File: src/rtl/lruc_pkg.sv
package lruc_pkg;

    localparam int ENTRIES        = 64;
    localparam int SLOT_W         = $clog2(ENTRIES);
    localparam int CNT_W          = $clog2(ENTRIES + 1);
    localparam int BLOCK_NUM_BITS = 32;
    localparam int COUNT_W        = 32;
    localparam int FIELD_W        = 32;
    localparam int OUT_USED_W     = SLOT_W + 3 * FIELD_W;
    localparam int OUT_PAD_W      = 8 * ((OUT_USED_W + 7) / 8) - OUT_USED_W;

    localparam logic [1:0] OP_ACCESS = 2'd0;
    localparam logic [1:0] OP_FLUSH  = 2'd1;
    localparam logic [1:0] OP_RESET  = 2'd2;
    localparam logic [1:0] OP_UNUSED = 2'd3;

    typedef enum logic [2:0] {
        S_IDLE,
        S_SEARCH,
        S_SCMP,
        S_VREAD,
        S_AEMIT,
        S_FLUSH,
        S_FEMIT
    } state_t;

    typedef struct packed {
        logic              rotate;
        logic              promote;
        logic [SLOT_W-1:0] promote_slot;
        logic [SLOT_W-1:0] promote_pos;
    } list_ctrl_t;

    typedef struct packed {
        logic [OUT_PAD_W-1:0] pad;
        logic [FIELD_W-1:0]   hit_total;
        logic [FIELD_W-1:0]   access_total;
        logic [FIELD_W-1:0]   writeback_block;
        logic [SLOT_W-1:0]    slot;
    } out_tdata_t;

endpackage

File: src/rtl/lruc_tag_ram.sv
module lruc_tag_ram
    import lruc_pkg::*;
(
    input  logic                      clk,
    input  logic                      wr_en,
    input  logic [SLOT_W-1:0]         wr_addr,
    input  logic [BLOCK_NUM_BITS-1:0] wr_data,
    input  logic                      rd_en,
    input  logic [SLOT_W-1:0]         rd_addr,
    output logic [BLOCK_NUM_BITS-1:0] rd_data
);

    logic [BLOCK_NUM_BITS-1:0] mem [ENTRIES];

    always_ff @(posedge clk)
    begin
        if (wr_en)
        begin
            mem[wr_addr] <= wr_data;
        end
    end

    // The read data holds between reads, so a result can wait on it.
    always_ff @(posedge clk)
    begin
        if (rd_en)
        begin
            rd_data <= mem[rd_addr];
        end
    end

endmodule

File: src/rtl/lruc_recency_list.sv
module lruc_recency_list
    import lruc_pkg::*;
(
    input  logic              clk,
    input  logic              rst_n,
    input  list_ctrl_t        ctrl,
    output logic [SLOT_W-1:0] head,
    output logic [SLOT_W-1:0] tail
);

    // Position k holds the slot of rank k: the head is most recent, the tail least.
    logic [SLOT_W-1:0] order_reg [ENTRIES];

    always_ff @(posedge clk or negedge rst_n)
    begin
        if (!rst_n)
        begin
            for (int k = 0; k < ENTRIES; k++)
            begin
                order_reg[k] <= SLOT_W'(k);
            end
        end
        else if (ctrl.rotate)
        begin
            // A full turn of ENTRIES rotations leaves the order as it was.
            for (int k = 0; k < ENTRIES - 1; k++)
            begin
                order_reg[k] <= order_reg[k + 1];
            end
            order_reg[ENTRIES-1] <= order_reg[0];
        end
        else if (ctrl.promote)
        begin
            order_reg[0] <= ctrl.promote_slot;
            for (int k = 1; k < ENTRIES; k++)
            begin
                if (SLOT_W'(k) <= ctrl.promote_pos)
                begin
                    order_reg[k] <= order_reg[k - 1];
                end
            end
        end
    end

    assign head = order_reg[0];
    assign tail = order_reg[ENTRIES-1];

endmodule

File: src/rtl/lru_write_back_block_cache_tags.sv
// Tag and replacement controller of a fully associative write-back block cache
// with true LRU replacement.
// Input beats on s_*: op 0 looks a block up, op 1 writes back every dirty entry,
// op 2 does the same and then invalidates all entries and zeroes both counters.
// An access gives one result beat; a flush gives one beat per dirty entry,
// visited from most to least recent, with m_tlast on the final one, and no beat
// at all when nothing is dirty. Op 3 is dropped.
// An access walks the recency list in the tag search one entry a cycle through
// the single tag RAM read port, then passes a compare state, a victim read and
// the update state.
// A flush does the same walk and stops at each dirty entry to emit its beat.
// s_tready is high only while no item is in progress; the output register lets
// the next item be accepted while the previous result still waits.
// When m_tready is low the sequencer holds before its next result until the
// output register is free; no result is lost.
// After rst_n all entries are invalid and clean, slot i has rank i and both
// counters are zero; the tag RAM needs no clearing.
module lru_write_back_block_cache_tags
    import lruc_pkg::*;
(
    input  logic                        clk,
    input  logic                        rst_n,
    input  logic                        s_tvalid,
    output logic                        s_tready,
    input  logic [31:0]                 s_tdata,   // block_num
    input  logic [2:0]                  s_tuser,   // op[1:0], is_write
    output logic                        m_tvalid,
    input  logic                        m_tready,
    // slot, writeback_block, access_total, hit_total, zero padding
    output logic [$bits(out_tdata_t)-1:0] m_tdata,
    output logic [2:0]                  m_tuser,   // hit, fetch, writeback
    output logic                        m_tlast
);

    state_t state_reg, state_next;

    logic [CNT_W-1:0]          cnt_reg, cnt_next;
    logic [1:0]                op_reg, op_next;
    logic [BLOCK_NUM_BITS-1:0] blk_reg, blk_next;
    logic                      wr_reg, wr_next;
    logic [ENTRIES-1:0]        valid_reg, valid_next;
    logic [ENTRIES-1:0]        dirty_reg, dirty_next;
    logic                      cmp_pend_reg, cmp_pend_next;
    logic                      cmp_ok_reg, cmp_ok_next;
    logic [SLOT_W-1:0]         cmp_slot_reg, cmp_slot_next;
    logic [SLOT_W-1:0]         cmp_pos_reg, cmp_pos_next;
    logic                      hit_reg, hit_next;
    logic [SLOT_W-1:0]         hit_slot_reg, hit_slot_next;
    logic [SLOT_W-1:0]         hit_pos_reg, hit_pos_next;
    logic [SLOT_W-1:0]         fl_slot_reg, fl_slot_next;
    logic [COUNT_W-1:0]        acc_cnt_reg, acc_cnt_next;
    logic [COUNT_W-1:0]        hit_cnt_reg, hit_cnt_next;
    logic                      out_valid_reg, out_valid_next;
    out_tdata_t                out_data_reg, out_data_next;
    logic [2:0]                out_user_reg, out_user_next;
    logic                      out_last_reg, out_last_next;

    logic                      ram_wr_en;
    logic [SLOT_W-1:0]         ram_wr_addr;
    logic                      ram_rd_en;
    logic [SLOT_W-1:0]         ram_rd_addr;
    logic [BLOCK_NUM_BITS-1:0] ram_rd_data;

    list_ctrl_t                list_ctrl;
    logic [SLOT_W-1:0]         head;
    logic [SLOT_W-1:0]         tail;

    logic                      out_free;
    logic [SLOT_W-1:0]         acc_slot;
    logic                      acc_wb;
    logic [ENTRIES-1:0]        clear_mask;
    logic                      finish;

    lruc_tag_ram u_tag_ram (
        .clk     (clk),
        .wr_en   (ram_wr_en),
        .wr_addr (ram_wr_addr),
        .wr_data (blk_reg),
        .rd_en   (ram_rd_en),
        .rd_addr (ram_rd_addr),
        .rd_data (ram_rd_data)
    );

    lruc_recency_list u_recency (
        .clk   (clk),
        .rst_n (rst_n),
        .ctrl  (list_ctrl),
        .head  (head),
        .tail  (tail)
    );

    assign out_free   = !out_valid_reg || m_tready;
    assign acc_slot   = hit_reg ? hit_slot_reg : tail;
    assign acc_wb     = !hit_reg && valid_reg[tail] && dirty_reg[tail];
    assign clear_mask = ENTRIES'(1) << fl_slot_reg;

    assign s_tready = (state_reg == S_IDLE);
    assign m_tvalid = out_valid_reg;
    assign m_tdata  = out_data_reg;
    assign m_tuser  = out_user_reg;
    assign m_tlast  = out_last_reg;

    always_ff @(posedge clk or negedge rst_n)
    begin
        if (!rst_n)
        begin
            state_reg <= S_IDLE;
        end
        else
        begin
            state_reg <= state_next;
        end
    end

    always_ff @(posedge clk or negedge rst_n)
    begin
        if (!rst_n)
        begin
            cnt_reg       <= '0;
            valid_reg     <= '0;
            dirty_reg     <= '0;
            cmp_pend_reg  <= 1'b0;
            hit_reg       <= 1'b0;
            acc_cnt_reg   <= '0;
            hit_cnt_reg   <= '0;
            out_valid_reg <= 1'b0;
        end
        else
        begin
            cnt_reg       <= cnt_next;
            valid_reg     <= valid_next;
            dirty_reg     <= dirty_next;
            cmp_pend_reg  <= cmp_pend_next;
            hit_reg       <= hit_next;
            acc_cnt_reg   <= acc_cnt_next;
            hit_cnt_reg   <= hit_cnt_next;
            out_valid_reg <= out_valid_next;
        end
    end

    always_ff @(posedge clk)
    begin
        op_reg       <= op_next;
        blk_reg      <= blk_next;
        wr_reg       <= wr_next;
        cmp_ok_reg   <= cmp_ok_next;
        cmp_slot_reg <= cmp_slot_next;
        cmp_pos_reg  <= cmp_pos_next;
        hit_slot_reg <= hit_slot_next;
        hit_pos_reg  <= hit_pos_next;
        fl_slot_reg  <= fl_slot_next;
        out_data_reg <= out_data_next;
        out_user_reg <= out_user_next;
        out_last_reg <= out_last_next;
    end

    always_comb
    begin
        state_next     = state_reg;
        cnt_next       = cnt_reg;
        op_next        = op_reg;
        blk_next       = blk_reg;
        wr_next        = wr_reg;
        valid_next     = valid_reg;
        dirty_next     = dirty_reg;
        cmp_pend_next  = 1'b0;
        cmp_ok_next    = cmp_ok_reg;
        cmp_slot_next  = cmp_slot_reg;
        cmp_pos_next   = cmp_pos_reg;
        hit_next       = hit_reg;
        hit_slot_next  = hit_slot_reg;
        hit_pos_next   = hit_pos_reg;
        fl_slot_next   = fl_slot_reg;
        acc_cnt_next   = acc_cnt_reg;
        hit_cnt_next   = hit_cnt_reg;
        out_valid_next = out_valid_reg && !m_tready;
        out_data_next  = out_data_reg;
        out_user_next  = out_user_reg;
        out_last_next  = out_last_reg;
        ram_wr_en      = 1'b0;
        ram_wr_addr    = tail;
        ram_rd_en      = 1'b0;
        ram_rd_addr    = head;
        list_ctrl      = '0;
        finish         = 1'b0;

        // The tag read issued in the previous search cycle is compared here.
        if (cmp_pend_reg && cmp_ok_reg && (ram_rd_data == blk_reg))
        begin
            hit_next      = 1'b1;
            hit_slot_next = cmp_slot_reg;
            hit_pos_next  = cmp_pos_reg;
        end

        unique case (state_reg)
            S_IDLE:
            begin
                if (s_tvalid)
                begin
                    op_next  = s_tuser[1:0];
                    blk_next = s_tdata[BLOCK_NUM_BITS-1:0];
                    wr_next  = s_tuser[2];
                    cnt_next = '0;
                    hit_next = 1'b0;
                    case (s_tuser[1:0]) inside
                        OP_ACCESS:
                        begin
                            acc_cnt_next = acc_cnt_reg + COUNT_W'(1);
                            state_next   = S_SEARCH;
                        end
                        OP_FLUSH, OP_RESET:
                        begin
                            state_next = S_FLUSH;
                        end
                        default:
                        begin
                            state_next = S_IDLE;
                        end
                    endcase
                end
            end

            S_SEARCH:
            begin
                ram_rd_en        = 1'b1;
                ram_rd_addr      = head;
                cmp_pend_next    = 1'b1;
                cmp_ok_next      = valid_reg[head];
                cmp_slot_next    = head;
                cmp_pos_next     = cnt_reg[SLOT_W-1:0];
                list_ctrl.rotate = 1'b1;
                cnt_next         = cnt_reg + CNT_W'(1);
                if (cnt_reg == CNT_W'(ENTRIES - 1))
                begin
                    state_next = S_SCMP;
                end
            end

            S_SCMP:
            begin
                state_next = S_VREAD;
            end

            S_VREAD:
            begin
                // Old tag of the victim, needed if it is written back.
                ram_rd_en   = 1'b1;
                ram_rd_addr = tail;
                state_next  = S_AEMIT;
            end

            S_AEMIT:
            begin
                if (out_free)
                begin
                    hit_cnt_next = hit_cnt_reg + COUNT_W'(hit_reg);
                    if (!hit_reg)
                    begin
                        ram_wr_en   = 1'b1;
                        ram_wr_addr = tail;
                    end
                    valid_next[acc_slot] = 1'b1;
                    dirty_next[acc_slot] = wr_reg || (hit_reg && dirty_reg[acc_slot]);

                    list_ctrl.promote      = 1'b1;
                    list_ctrl.promote_slot = acc_slot;
                    list_ctrl.promote_pos  = hit_reg ? hit_pos_reg : SLOT_W'(ENTRIES - 1);

                    out_valid_next                = 1'b1;
                    out_data_next.pad             = '0;
                    out_data_next.slot            = acc_slot;
                    out_data_next.writeback_block =
                        acc_wb ? FIELD_W'(ram_rd_data) : '0;
                    out_data_next.access_total    = FIELD_W'(acc_cnt_reg);
                    out_data_next.hit_total       =
                        FIELD_W'(hit_cnt_reg + COUNT_W'(hit_reg));
                    out_user_next                 = {acc_wb, !hit_reg, hit_reg};
                    out_last_next                 = 1'b1;
                    state_next                    = S_IDLE;
                end
            end

            S_FLUSH:
            begin
                list_ctrl.rotate = 1'b1;
                cnt_next         = cnt_reg + CNT_W'(1);
                if (valid_reg[head] && dirty_reg[head])
                begin
                    ram_rd_en    = 1'b1;
                    ram_rd_addr  = head;
                    fl_slot_next = head;
                    state_next   = S_FEMIT;
                end
                else if (cnt_reg == CNT_W'(ENTRIES - 1))
                begin
                    finish = 1'b1;
                end
            end

            S_FEMIT:
            begin
                if (out_free)
                begin
                    dirty_next[fl_slot_reg] = 1'b0;

                    out_valid_next                = 1'b1;
                    out_data_next.pad             = '0;
                    out_data_next.slot            = fl_slot_reg;
                    out_data_next.writeback_block = FIELD_W'(ram_rd_data);
                    out_data_next.access_total    = FIELD_W'(acc_cnt_reg);
                    out_data_next.hit_total       = FIELD_W'(hit_cnt_reg);
                    out_user_next                 = 3'b100;
                    // Final beat once no other valid dirty entry remains.
                    out_last_next = ((valid_reg & dirty_reg & ~clear_mask) == '0);

                    if (cnt_reg == CNT_W'(ENTRIES))
                    begin
                        finish = 1'b1;
                    end
                    else
                    begin
                        state_next = S_FLUSH;
                    end
                end
            end

            default:
            begin
                state_next = S_IDLE;
            end
        endcase

        if (finish)
        begin
            state_next = S_IDLE;
            if (op_reg == OP_RESET)
            begin
                valid_next   = '0;
                dirty_next   = '0;
                acc_cnt_next = '0;
                hit_cnt_next = '0;
            end
        end
    end

endmodule

File: config.mk
export PLATFORM = sky130hd
export DESIGN_NAME = lru_write_back_block_cache_tags
export DESIGN_NICKNAME = d
export VERILOG_FILES = /design/src/rtl/lruc_pkg.sv /design/src/rtl/lruc_tag_ram.sv /design/src/rtl/lruc_recency_list.sv /design/src/rtl/lru_write_back_block_cache_tags.sv
export SDC_FILE = /design/constraint.sdc
export NUM_CORES = 2
export LEC_CHECK = 0
export BUFFER_PORTS_ARGS = -buffer_cell sky130_fd_sc_hd__buf_4
export CAP_MARGIN = 25
export CORE_UTILIZATION = 30
export CTS_CLUSTER_DIAMETER = 120
export DETAILED_ROUTE_END_ITERATION = 16
export HOLD_SLACK_MARGIN = 0.12
export SLEW_MARGIN = 20
export SYNTH_ARGS = -nofsm -noshare
export SYNTH_HDL_FRONTEND = slang
export SYNTH_HIERARCHICAL = 1
export SYNTH_SLANG_ARGS = --single-unit
File: constraint.sdc
create_clock -name clk -period 8.01 [get_ports clk]
set_clock_uncertainty 0.15 [all_clocks]
set_input_delay 2.403 -clock clk [delete_from_list [all_inputs] [get_ports clk]]
set_output_delay 2.403 -clock clk [all_outputs]
set_load 0.02 [all_outputs]
==> run summary <==
The type of the worst setup path was in -> reg. The cell area power density came out at 358 nW/um2. The iteration count of the initial detailed-routing pass is 6, and the final setup TNS is 0 ps. The share of layout cells above drive strength 1 was 0.243. The tools report the wire length reported by the detailed router as 332000 um.

In this run the tool buffered the top-level ports with 146 buffer cells. The count of warnings emitted by yosys came out at 6. The flip-flop and latch count after synthesis works out to 2841. The synthesized design contains 2252 enable-type register cells. The amount of wire on met3 after detailed routing was 24700 um. Routability congestion estimate from global placement: 0.920. The tools report the maximum root-to-sink buffer count as 4.

TritonCTS built the clock tree. Entering global routing, the biggest net connects 214 pins. On the worst path, the slowest cell contributes a delay of 930 ps. The maximum vdd ir drop was 244 uV.

CTS placed an instance of sky130_fd_sc_hd__clkbuf_16 at the clock tree root. The critical path endpoint category was a flop. Static timing analysis puts the maximum clock frequency at 0.165 GHz.

The full die area is 397000 um2. Leading cell type in the layout, fill and taps excluded: sky130_fd_sc_hd__edfxtp_1. The routed via count was 68056; the signed area change from the synthesized netlist to the final layout was 15.2%. After clock tree synthesis, the flow added hold-fix buffers numbering 0. For the number of instances resized during post-cts repair, the log shows 0. The slew at the pin with the worst max-slew slack is 1240 ps.

Number of cells produced by synthesis: 7193. STA classifies the critical path startpoint as a primary input. A synthesized cell averages 16.5 um2. The tools report the post-route met1 wirelength as 132000 um. The number of pins with negative max-slew slack in the final report is 0, and the leakage power total is 45.5 nW.

The uppermost metal layer occupied by signal nets was met5. Detailed routing placed a total of 159000 um of wire on met2. TritonCTS created 306 clock buffers. The tools report the area occupied by registers as 82600 um2. The cell type contributing the most total cell area after synthesis is sky130_fd_sc_hd__edfxtp_1. In the routed design, unresolved DRC markers number 0. The slack of the worst reg-to-reg path is 2210 ps, and the number of hold violations in the final report is 0. The total congestion overflow is 0, and the initial antenna violation count is 9.

At the end of the flow, the number of nets in the layout was 7486. The DRC violation total after the first TritonRoute iteration was 7897. The largest individual stage delay along the critical path comes from the cell sky130_fd_sc_hd__nand4_1. Setup violations remaining at the end of the flow were counted as 0. The tools report the number of standard-cell rows in the floorplan as 230. For this run, the leading register cell type out of synthesis is sky130_fd_sc_hd__edfxtp_1. The register with the most flip-flops in the layout has 2048 of them. Yosys attributes the largest share of cell area to sky130_fd_sc_hd__edfxtp_1 (57%), sky130_fd_sc_hd__mux4_2 (9.5%), sky130_fd_sc_hd__dfrtp_1 (8.4%). The area of the mapped netlist is 118000 um2. In the routed layout, each cell is associated on average with a via count of 5.27. The post-layout minimum cycle time was 6060 ps; the number of fill cells in the layout was 36902. Dividing the detail-routed wire length by the instance count gives 25.7 um. The proportion of netlist area held by the largest area contributor was 0.571; the fraction of registers with async set or reset after synthesis was 0.207.

The post-synthesis cell type count was 105; the height of the die was 630 um. The signal on the critical path passes through buf_4 -> nand2b_1 -> nand3_1 -> a21oi_4 -> nand4_1 -> nor2_4 -> mux2i_1 -> o21ai_0. The worst hold path belongs to the class reg -> reg. In this run the horizontal extent of the chip is 630 um. The logs give 2841 for the clock sink total and 68131 for the number of global-route vias before repair. The run finished with clean final reports. Post-CTS repair timing setup buffer count: 0.

The tools report the aggregate global-route resource usage as 0.162. The area taken by multi-input logic gates came out at 33900 um2. Setup repair after global routing left no endpoint under its margin. 149 I/O pins were placed. The area of the core came out at 393000 um2.

The initial standard-cell utilization of the core is 0.302, and the register clock-pin slew on the reported worst setup and hold paths is 60 ps. In this run the worst path has a maximum fanout of 24. For the max-slew headroom at the worst pin, the log shows 0.164. Clock latency on the worst-skew pair, taken at its later pin, is 930 ps. STA puts the critical path data arrival time at 6680 ps.

The logs give 0.697 for the sequential-to-total area share from yosys stat and 209000 um for the sum of net half-perimeters after detailed placement. The number of H-tree levels came out at 5. Leaving out fill and tap cells, the most frequent cells in the layout are sky130_fd_sc_hd__edfxtp_1 (2252), sky130_fd_sc_hd__nand2_1 (572), sky130_fd_sc_hd__mux4_2 (501). The run gives 479000 um as the global-route wire length before repair.

The ratio of final minimum period to clock period was 0.756. The detail route stage leaves a number of antenna-violating nets equal to 0. The worst hold slack across all endpoints was 267 ps. The number of maximum-capacitance constraint violations is 0. Endpoint required time on the critical path: 8640 ps.
[layout make-up]
type                            instances  area share
Sequential cell                      2841       0.605
Tap cell                             5220      0.0478
Timing Repair Buffer                  401      0.0249
Multi-Input combinational cell       3858       0.248
Antenna cell                            5   0.0000916
Clock inverter                        174      0.0131
Clock buffer                          375      0.0596
Inverter                               32    0.000935
[per-stage QoR]
stage,setup WS [ps],cell area (um2),util,power (mW),cells
2_1_floorplan,239,118000,-,29.5,7194
3_3_place_gp,1310,126000,0.322,34.7,12339
3_5_place_dp,1130,127000,0.322,35.0,12348
4_1_cts,2080,136000,0.347,49.1,12897
5_1_grt,1830,137000,0.348,50.7,12901
6_report,1950,137000,0.348,48.9,12906
[final timing paths]
path                                                 from                              endpoint  depth (start not counted)
worst min-delay path            cmp_slot_reg[2]$_DFFE_PP_             hit_slot_reg[2]$_DFFE_PP_                          0
worst max-delay path                             m_tready         u_recency/tail[1]$_DFFE_PN1P_                          8
worst min register to register  cmp_slot_reg[2]$_DFFE_PP_             hit_slot_reg[2]$_DFFE_PP_                          0
max in group asynchronous                           rst_n  u_recency/order_reg[159]$_DFFE_PN0P_                          2
worst max register to register   state_reg[1]$_DFFE_PN0P_        u_tag_ram/rd_data[4]$_DFFE_PP_                         11
min in group asynchronous                           rst_n             hit_cnt_reg[19]$_DFF_PN0_                          1
[per-layer routing]
metal / up-vias / GRT usage
met5: - / 0
met1: 35633 / 0.212
met3: 622 / 0.0219
met2: 3021 / 0.267
met4: 2 / 0.0725
li1: 28778 / -
[report_power, final]
group          total (mW)  leakage (nW)  switching [mW]  internal, mW
clock                14.1          4.84            5.89          8.17
combinational        15.1          13.0            9.54          5.60
sequential           19.7          27.6            1.41          18.3
total                48.9          45.5            16.8          32.1
[cell families after synthesis]
logic type,after synthesis,share of synthesized area
fa+ha+maj,7,0.000739
simple gates,1356,0.0513
other cells,1,0.0000316
buf+inv,495,0.0223
flops,2841,0.697
xor+xnor,125,0.00924
mux,1158,0.153
compound gates,1210,0.0667
[critical path: cells and delay by family]
family	cells	cell delay (ps)
multiplexers	1	270
AO/OA/AOI/OAI	2	1040
AND/OR/NAND/NOR	4	2850
buffers and inverters	1	100
[synthesized netlist by cell type (all sizes together) (29+ instances only)]
library cell	n
inv	29
mux2	161
buf	251
a31oi	93
a211oi	49
dfstp	192
a311oi	43
nand4	32
xnor2	53
nor2	408
and2	62
clkbuf	212
nand3	90
o21ai	335
dfrtp	397
a21oi	302
mux4	501
o22ai	45
mux2i	496
nor3	31
edfxtp	2252
a22oi	138
nand2	573
xor2	72
(Power assumes the default switching activity.)
